## src/sv/dnc_pkg.sv

```systemverilog
// Package for the DNS name compressor: sizes, widths and the request and
// result payload types. No dependencies.
`timescale 1ns / 1ps

package dnc_pkg;

	localparam int MSG_BYTES      = 16384;
	localparam int SUFFIX_ENTRIES = 64;
	localparam int NAME_BYTES     = 255;
	localparam int STORE_DEPTH    = MSG_BYTES + 256;
	localparam int STORE_AW       = $clog2(STORE_DEPTH);
	localparam int SE_AW          = $clog2(SUFFIX_ENTRIES);
	localparam int SE_CW          = $clog2(SUFFIX_ENTRIES + 1);
	localparam int SUF_W          = 22;
	localparam logic [16:0] POINTER_LIMIT = 17'h03FFF;
	localparam logic [6:0]  HOP_LIMIT     = 7'd127;

	typedef struct packed {
		logic       kind;
		logic [7:0] data_byte;
		logic       compress;
		logic       last;
	} item_t;

	typedef struct packed {
		logic [63:0] out_bytes;
		logic [3:0]  out_count;
		logic        out_last;
		logic        out_matched;
	} result_t;

endpackage

```

## src/sv/dnc_outreg.sv

```systemverilog
// Output register slice for result items; holds a result until it is taken.
// Depends on dnc_pkg.
`timescale 1ns / 1ps

module dnc_outreg (
	input  logic            clk,
	input  logic            arst_n,
	input  logic            load,
	input  dnc_pkg::result_t load_data,
	output logic            free,
	output logic            valid,
	input  logic            stall,
	output dnc_pkg::result_t data
);

	logic            valid_q;
	dnc_pkg::result_t data_q;

	assign free  = !valid_q || !stall;
	assign valid = valid_q;
	assign data  = data_q;

	always_ff @(posedge clk or negedge arst_n) begin
		if (!arst_n) begin
			valid_q <= 1'b0;
			data_q  <= '0;
		end else if (load) begin
			valid_q <= 1'b1;
			data_q  <= load_data;
		end else if (!stall) begin
			valid_q <= 1'b0;
		end
	end

endmodule

```

## config.mk

```make
export PLATFORM = sky130hd
export DESIGN_NAME = dnc_outreg
export DESIGN_NICKNAME = d
export VERILOG_FILES = /design/src/sv/dnc_pkg.sv /design/src/sv/dnc_outreg.sv
export SDC_FILE = /design/constraint.sdc
export NUM_CORES = 1
export LEC_CHECK = 0
export ABC_CLOCK_PERIOD_IN_PS = 1300
export BUFFER_PORTS_ARGS = -buffer_cell sky130_fd_sc_hd__buf_2
export CAP_MARGIN = 40
export CORE_MARGIN = 2
export CORE_UTILIZATION = 40
export CTS_BUF_LIST = sky130_fd_sc_hd__clkbuf_4 sky130_fd_sc_hd__clkbuf_8
export CTS_CLUSTER_DIAMETER = 150
export CTS_CLUSTER_SIZE = 25
export DETAILED_ROUTE_END_ITERATION = 10
export HOLD_SLACK_MARGIN = 0.15
export PLACE_DENSITY = 0.74
export SYNTH_ARGS = -nofsm -noshare
export SYNTH_HDL_FRONTEND = slang
export SYNTH_SLANG_ARGS = --single-unit
```

## constraint.sdc

```tcl
create_clock -name clk -period 1.3 [get_ports clk]
set_clock_uncertainty 0.2 [all_clocks]
set_input_delay 0.26 -clock clk [delete_from_list [all_inputs] [get_ports clk]]
set_output_delay 0.26 -clock clk [all_outputs]
set_load 0.1 [all_outputs]
```

# Yosys cells after proc, flatten, opt, wreduce, memory -nomap -nowiden
# Index checks and enable logic that the tools add are counted.
# op_classes
eq_ne	1
mux	2
n_reduce_logical	3
# ops
operator	count
$logic_not 1->1	2
$mux 1	2
$ne 2x2->1 const B	1
$logic_or 1x1->1	1
# totals
reg_bits	71
inputBits	74
out_inout_bits	72

# Depth between registers and ports, before layout
# depth
depth_word	2
mapped_depth	3

# Worst setup path after synthesis
# Ideal clock, no wire load.
# synth_timing
path_kind	register to output
start	register valid_q, in the netlist valid
end	output port free
arrival_ns	1.716
required_ns	0.840
setup_slack_ns	-0.876
path_stages_with_launch	2
path_cell_list	dfrtp_1 > nand2_1
# synth_via
elab_chain_len	2
# synth_rtl
element	line_no	rtl
start: declaration	dnc_outreg.sv:16	logic valid_q;
start signal: assignment	dnc_outreg.sv:25	valid_q <= 1'b0;
start signal: assignment	dnc_outreg.sv:28	valid_q <= 1'b1;
start signal: assignment	dnc_outreg.sv:31	valid_q <= 1'b0;
$logic_not 1->1	dnc_outreg.sv:19	assign free = !valid_q || !stall;
$logic_or 1x1->1	dnc_outreg.sv:19	
end: declaration	dnc_outreg.sv:10	output logic free,
# No other way between the ends.

# Final worst setup path
# Same ends and word-level chain as after synthesis.

==> results.json <==
{
  "mostFrequentLayoutCells": "buf_12, buf_2, dfrtp_2, dlygate4sd3_1, mux2_4",
  "wire_per_inst_um": 19.1,
  "port_buffers": 145,
  "grt_pass1_wl_mm": 15.4,
  "htree_levels": 3,
  "cts.path.max_buffers": 2,
  "critPathRequiredTime_ps": 840,
  "rows": 31,
  "power_leakage_uw": 0.00281,
  "violations": "hold timing, setup timing",
  "whs_ps": -2.79,
  "hold_buffers": 71,
  "final_common_cell": "buf_12",
  "start_kind": "register",
  "cap_viol_max_count": 0,
  "ios": 146,
  "syn_inst": 151,
  "yosys.area.top_type": "dfrtp_1",
  "drtIter0Drc": 80,
  "firstDrtPassIters": 4,
  "cts_buffers": 9,
  "hold_class": "in -> reg",
  "netlist.area_leader.share": 0.595,
  "finalMaxSlewViolations": 0,
  "placed_area_sq_um": 4950,
  "vias": 2237,
  "synth_cell_type_count": 7,
  "grt-ovfl-total": 0,
  "end_kind": "primary output",
  "ant_nets": 0,
  "core_sq_um": 7250,
  "die_x_um": 90.4,
  "syn_nets": 225,
  "min_period_over_period": 1.17,
  "routabilityCongestion": 0.722,
  "synth-seq-cells": 71,
  "cts.sinks": 71,
  "worst_slack_ps": -218,
  "antenna_found_initial": 1,
  "peakVddDrop_uv": 757,
  "status": "finished, violations left",
  "start_util": 0.412,
  "cts_root_buffer": "clkbuf_8",
  "max_freq_ghz": 0.659,
  "path_clk_slew_ps": 70,
  "setup_viol": 72,
  "synth_warnings": 0,
  "worst-setup-path-type": "reg -> out",
  "viasPerCell": 4.53,
  "grt_start_max_net_pins": 49,
  "dp_hpwl_mm": 5.66,
  "min_period_ps": 1520,
  "max_slew.worst_pin.slew_ps": 297,
  "cp_data_arrival_time_ps": 1060,
  "cp_max_fo": 3,
  "insertion_delay_ps": 340,
  "cts_resized": 0,
  "grt_pass1_vias": 2706,
  "hold_viol_final": 1,
  "synth_area_sq_um": 2990,
  "nets": 463,
  "layout-drive-gt1-share": 0.817,
  "wirelength_mm": 9.42,
  "dp.cells": 392,
  "grt_usage": 0.248,
  "rsz0062_at_grt": "yes",
  "drc": 0,
  "synthToLayoutAreaGrowth_pct": 99.7,
  "p_per_area_nw_per_um2": 1350,
  "synth_area_leaders": "dfrtp_1, mux2_4, buf_12",
  "ys_seq_area_frac": 0.595,
  "max_slew_margin": 0.802,
  "cts_tree": "built",
  "die-area_sq_um": 8170,
  "syn_avg_cell_area_sq_um": 19.8,
  "instances_no_fill": 494,
  "chipHeight_um": 90.4,
  "final_cell_area_sq_um": 5960
}
[per-layer routing]
layer | global-route usage | up-vias | routed length (um)
met4 | 0.128 | 0 | 343
met5 | 0 | - | 0
met3 | 0.0484 | 22 | 415
li1 | - | 1005 | -
met1 | 0.262 | 1112 | 3490
met2 | 0.463 | 98 | 5180
[critical path: stages (launching register included)]
cell and delay [ps]:
dfrtp_2 460, nand2_4 90, buf_12 170
[flip-flops by register name, indices dropped and copies added, names as in the netlist]
register,flops
data,70
valid,1
[cells by family after synthesis]
group                  synth area share
buffers and inverters            0.0507
AOI/OAI and AO/OA               0.00251
and+or+nand+nor                 0.00126
muxes                             0.351
DFF                               0.595
[Yosys cell counts, drive strengths merged]
cell / number
dfrtp: 71
mux2: 70
buf: 8
a21o: 1
nand2: 1
[cell type report]
type | instances | area, sq um
Clock buffer | 12 | 165
Fill cell | 333 | 1290
Timing Repair Buffer | 235 | 2710
Multi-Input combinational cell | 72 | 1070
Sequential cell | 71 | 1870
Antenna cell | 1 | 2.50
Tap cell | 99 | 124
Clock inverter | 4 | 27.5
[timing repair]
action / in CTS / in global routing
pin swaps: 1 / 0
hold endpoints to repair: 142 / 1
endpoints found under the setup margin: 72 / 72
setup buffers: 8 / 6
[per-stage QoR]
step | setup WS (ps) | power (uW) | hold WS, ps | setup TNS (ps) | util
floorplan | -142 | 4740 | -236 | -142 | -
global placement | 26.8 | 6020 | 79.9 | 0 | 0.683
detailed placement | 4.62 | 6080 | 102 | 0 | 0.683
CTS | -217 | 8000 | -33.4 | -9040 | 0.816
global route | -248 | 8300 | -16.0 | -10230 | 0.822
finish | -218 | 8030 | -2.79 | -8010 | 0.822
[power breakdown]
group / leakage, uW / internal (uW) / switching [uW] / total [uW]
sequential: 0.000758 / 2470 / 269 / 2740
combinational: 0.00195 / 1480 / 2080 / 3560
clock: 0.000103 / 854 / 880 / 1730
[final timing paths]
path,endpoint,start,cells after the start,slack (ps)
max,free,valid,2,-220
min,valid,stall,2,-3
max reg2reg,data[7],data[7],2,130
min reg2reg,data[64],data[64],1,360
max in group asynchronous,data[36],arst_n,3,360
min in group asynchronous,data[45],arst_n,3,230
Note: power is estimated with default switching activity, not from simulation.
