$ cat config.mk
export PLATFORM = sky130hd
export DESIGN_NAME = dnc_ram
export DESIGN_NICKNAME = d
export VERILOG_FILES = /design/src/sv/dnc_ram.sv
export SDC_FILE = /design/constraint.sdc
export NUM_CORES = 2
export LEC_CHECK = 0
export ABC_AREA = 1
export BUFFER_PORTS_ARGS = -buffer_cell sky130_fd_sc_hd__buf_2
export CAP_MARGIN = 20
export CORE_MARGIN = 2
export CORE_UTILIZATION = 60
export DETAILED_ROUTE_END_ITERATION = 12
export HOLD_SLACK_MARGIN = 0.02
export PLACE_DENSITY_LB_ADDON = 0.12
export SETUP_SLACK_MARGIN = 0.2
export SYNTH_ARGS = -nofsm -noshare
export SYNTH_HDL_FRONTEND = slang
export SYNTH_SLANG_ARGS = --single-unit
$ cat constraint.sdc
create_clock -name clk -period 4.7 [get_ports clk]
set_clock_uncertainty 0.1 [all_clocks]
set_input_delay 0.47 -clock clk [delete_from_list [all_inputs] [get_ports clk]]
set_output_delay 0.47 -clock clk [all_outputs]
set_load 0.03 [all_outputs]
$ cat src/sv/dnc_ram.sv
// Generic simple dual-port RAM with one write port and a registered read port.
// No dependencies.
`timescale 1ns / 1ps

module dnc_ram #(
	parameter int WIDTH = 8,
	parameter int DEPTH = 256
) (
	input  logic                     clk,
	input  logic                     we,
	input  logic [$clog2(DEPTH)-1:0] waddr,
	input  logic [WIDTH-1:0]         wdata,
	input  logic [$clog2(DEPTH)-1:0] raddr,
	output logic [WIDTH-1:0]         rdata
);

	logic [WIDTH-1:0] mem [DEPTH];

	always_ff @(posedge clk) begin
		if (we) begin
			mem[waddr] <= wdata;
		end
		rdata <= mem[raddr];
	end

endmodule

## After elaboration in Yosys (flattened, before gate mapping)

Memory sizes are Yosys's and may differ from the RTL's. A register that Yosys moved wholly into a read port is not among the register bits.
Index checks and enable logic that the tools add are counted.

| word-level totals | value |
|---|---|
| flip-flop bits (word level) | 0 |
| bits in writable memories | 2048 |
| input bits | 26 |
| output and inout bits | 8 |
| memories kept | 1 |

Memories:

| memory | depth | width | read ports | clocked after Yosys merged registers in | wr ports | line | RTL |
|---|---|---|---|---|---|---|---|
| mem | 256 | 8 | 1 | 1 | 1 | 17 | `logic [WIDTH-1:0] mem [DEPTH];` |

| cells by class | value |
|---|---|
| mux-type cells | 2 |

Operator list:

| cell | number |
|---|---|
| $mux W1 | 2 |

## Depth between registers and ports, before layout

| logic depth | value |
|---|---|
| depth after elaboration | 2 |
| gate-level depth with buffers | 15 |
| mapped depth without buffers | 11 |

## Worst setup path after synthesis

No wires, ideal clock.

| path | value |
|---|---|
| path kind | input -> register |
| from | in we |
| to | mem mem[162][0] (enable) |
| setup time | 0.370 ns |
| arrival time | 1.591 ns |
| path slack | 2.639 ns |
| stages | 4 |
| path through | clkbuf_1 nand3_1 clkbuf_1 nor2_1 |

| between the ends | value |
|---|---|
| word-level cells in the longest chain between the ends | 2 |

Ends and longest elaborated chain:

| what | line | RTL |
|---|---|---|
| start: declaration | 10 | `input logic we,` |
| $mux W1 | 20 | `if (we) begin` |
| $mux W1 (implied by the code) | 21 | `mem[waddr] <= wdata;` |
| end: declaration | 17 |  |

Every way passes these cells.

## Final worst setup path

| path | value |
|---|---|
| from | in waddr[2] |
| to | mem mem[213][5] (enable) |

RTL lines:

| what | line | RTL |
|---|---|---|
| start: declaration | 11 | `input logic [$clog2(DEPTH)-1:0] waddr,` |

Straight into the memory's write port.

==> results.txt <==
Status -> finished clean
Hold Crit Start -> wdata[7]
Critical Path End Type -> flip-flop
CTS buffer count -> 202
I/O Buffers -> 33
MaxCap Viol Count -> 0
Number of global-route vias before repair -> 51,300
Cell Rows -> 136
Fillers -> 10,000
Reg2Reg Capture Point -> rdata[7]
CTS H-tree depth -> 4
Achievable frequency -> 326 MHz
M3 GR Usage -> 0.0697
Worst path slowest cell -> nand2_1
Worst reg2reg startpoint -> mem[191][7]
VDD IR-drop max -> 0.000337 V
DP HPWL -> 125,000 um
Largest delay share family, worst path -> simple AND/OR/NAND/NOR gates
Leakage -> 31.4 nW
DIE AREA -> 142,000 um^2
Area leader, netlist -> edfxtp_1
Crit-path max cell delay -> 0.75 ns
GRT met1 Usage -> 0.455
Placer congestion estimate -> 0.882
First-pass GRT wire length -> 329,000 um
Vias per inst -> 6.20
Final Hold Fails -> 0
Hold EP -> mem[62][7]
CP Cell Sequence -> buf_2 > inv_1 > nor2_1 > inv_1 > nor2_1 > nand2_1 > buf_4 > nor2_1
Final Total Pwr -> 37.5 mW
Sequential cell area -> 61,700 um^2
Reg2reg path depth -> 10
Nets -> 6,899
Worst Hold Slack -> 0.0709 ns
Clock transition at the registers of the reported paths -> 0.06 ns
CP max FO -> 8
Synth Register Bits -> 2,056
GRT met2 Usage -> 0.474
Worst Path Required -> 5.05 ns
Yosys cell types -> 14
WP buf/inv -> 4
Synth Warn # -> 0
Via count -> 54,700
Cell Area, Synth -> 83,400 um^2
Post-CTS setup buffers -> 0
R2r setup slk -> 2.66 ns
CTS max path bufs -> 3
Worst Path Arrival -> 3.42 ns
First-pass iteration count of the detailed router -> 6
Per-cell routed wire length -> 25.2 um
Sink Count -> 2,056
Hold depth -> 1
Seq/Total Area, Yosys -> 0.739
Total wire length -> 222,000 um
Final WS setup -> 1.63 ns
Yosys top cell area share -> 0.737
Worst skew pair latency -> 0.83 ns
Die Height -> 377 um
Area of the multi-input gates -> 19,100 um^2
Worst slew pin tran -> 1.17 ns
Core box area -> 138,000 um^2
Layout cell share with drive strength beyond 1 -> 0.0594
Final period utilization -> 0.653
DRC viols -> 0
Post-synthesis cell count -> 7,003
Slew margin rel. -> 0.216
Startpoint types -> primary input
DRT iter0 DRCs -> 7,832
Crit path kind -> in2reg
Starting Density -> 0.606
Pin count of the biggest net entering global routing -> 191
Layout area overhead -> 8.94%
ANT nets after route -> 0
Gr busiest metal -> met2
Leading post-synthesis cells by cell area -> edfxtp_1 74%, nand3_1 12%, nand2_1 9.6%, buf_2 1.6%, nor2_1 1.3%
Pre-CTS WS -> 0.899 ns
CTS tree -> built
Final design utilization -> 0.660
Avg Cell Area, Syn -> 11.9 um^2
Final setup fails -> 0
Die W -> 377 um
RSZ-0062 raised after global routing -> false
Setup TNS -> 0 ns
Slew Limit Fails -> 0
Initial antenna violation count -> 7
CP dominant cell by count -> nor2_1
Post-route minimum period -> 3.07 ns
Total congestion overflow -> 0
Syn nets -> 7,029
Top Ports -> 34
Total Routing Usage GR -> 0.312
Root Driver -> clkbuf_16
Min-delay worst type -> in2reg
Pwr/cell area -> 413 nW/um^2
## worst register-to-register path: cells and delay by family, from the launching register on
kind / cells / cell delay (ns)
simple gates: 10 / 1.48
flops: 1 / 0.36
## cells by family after synthesis
kind of cell / after synthesis / share of synthesized area
AND/OR/NAND/NOR: 4425 / 0.229
flip-flops: 2056 / 0.739
buffers and inverters: 522 / 0.0312
## how the worst max path moves through the flow
stage               startpoint     endpoint  slack, ns  depth (start not counted)
finish                waddr[2]  mem[213][5]       1.63                          8
global route          waddr[2]  mem[213][3]       1.66                          8
CTS                   waddr[2]  mem[213][3]       1.79                          8
detailed placement    waddr[2]  mem[213][5]       0.90                          8
global placement      waddr[2]  mem[213][2]       0.99                          8
floorplan                   we  mem[162][0]       2.64                          4
## report_power, final
group          switching [mW]  total, mW  internal, mW
combinational            1.77       2.30         0.535
clock                    6.74       15.0          8.21
sequential             0.0274       20.2          20.2
## per-stage QoR
stage | std cells | area [um^2]
detailed placement | 8462 | 84800
finish | 8823 | 90900
global placement | 8462 | 84800
floorplan | 7003 | 83400
global route | 8820 | 90800
CTS | 8820 | 90800
## cells in the final DEF, fill, tap and decap left out
cell           count
clkbuf_1          39
clkbuf_16        203
inv_4              1
clkinv_2          33
inv_2              1
dfxtp_1            8
buf_8             11
diode_2            3
bufinv_16          6
nand2_2            4
clkinv_8           5
buf_2             20
dlygate4sd3_1      1
nor2_1           283
inv_16             2
nand2_1         2119
clkinv_1          58
buf_12            36
inv_8              2
clkinvlp_4         3
edfxtp_1        2048
buf_4             81
clkinv_16          1
nand3_1         2019
clkinv_4           1
inv_6              7
inv_1             34
## flip-flops by register name, indices dropped and copies added, names as in the netlist
signal	cells
mem	2048
rdata	8
## cell usage after synthesis
master	number
nand2_1	2123
edfxtp_1	2048
nand3_1	2019
nor2_1	283
buf_2	268
clkbuf_1	112
buf_4	46
buf_1	40
inv_1	36
buf_6	16
dfxtp_1	8
inv_2	2
buf_8	1
inv_4	1
## area by class of cell
| class | instances | share of cell area |
|---|---|---|
| flip-flops and latches | 2056 | 0.679 |
| multi-input cells | 4425 | 0.211 |
| clock buffers | 242 | 0.0575 |
| well taps | 1794 | 0.0247 |
| repair buffers | 149 | 0.0177 |
| clock inverters | 115 | 0.00866 |
| inverters | 39 | 0.00198 |
| diodes | 3 | 0.0000826 |
## routing by layer
layer | vias up | part of all wire
li1 | 24600 | -
met1 | 26700 | 0.40
met2 | 2971 | 0.46
met3 | 402 | 0.11
met4 | 8 | 0.029
met5 | - | 0.00026
## timing repair
action / in CTS / in global routing
hold buffers: 1 / 0
endpoints found under the hold margin: 8 / 0
resized for setup: 0 / 0
endpoints found under the setup margin: 0 / 0
Note: power is estimated with default switching activity, not from simulation.
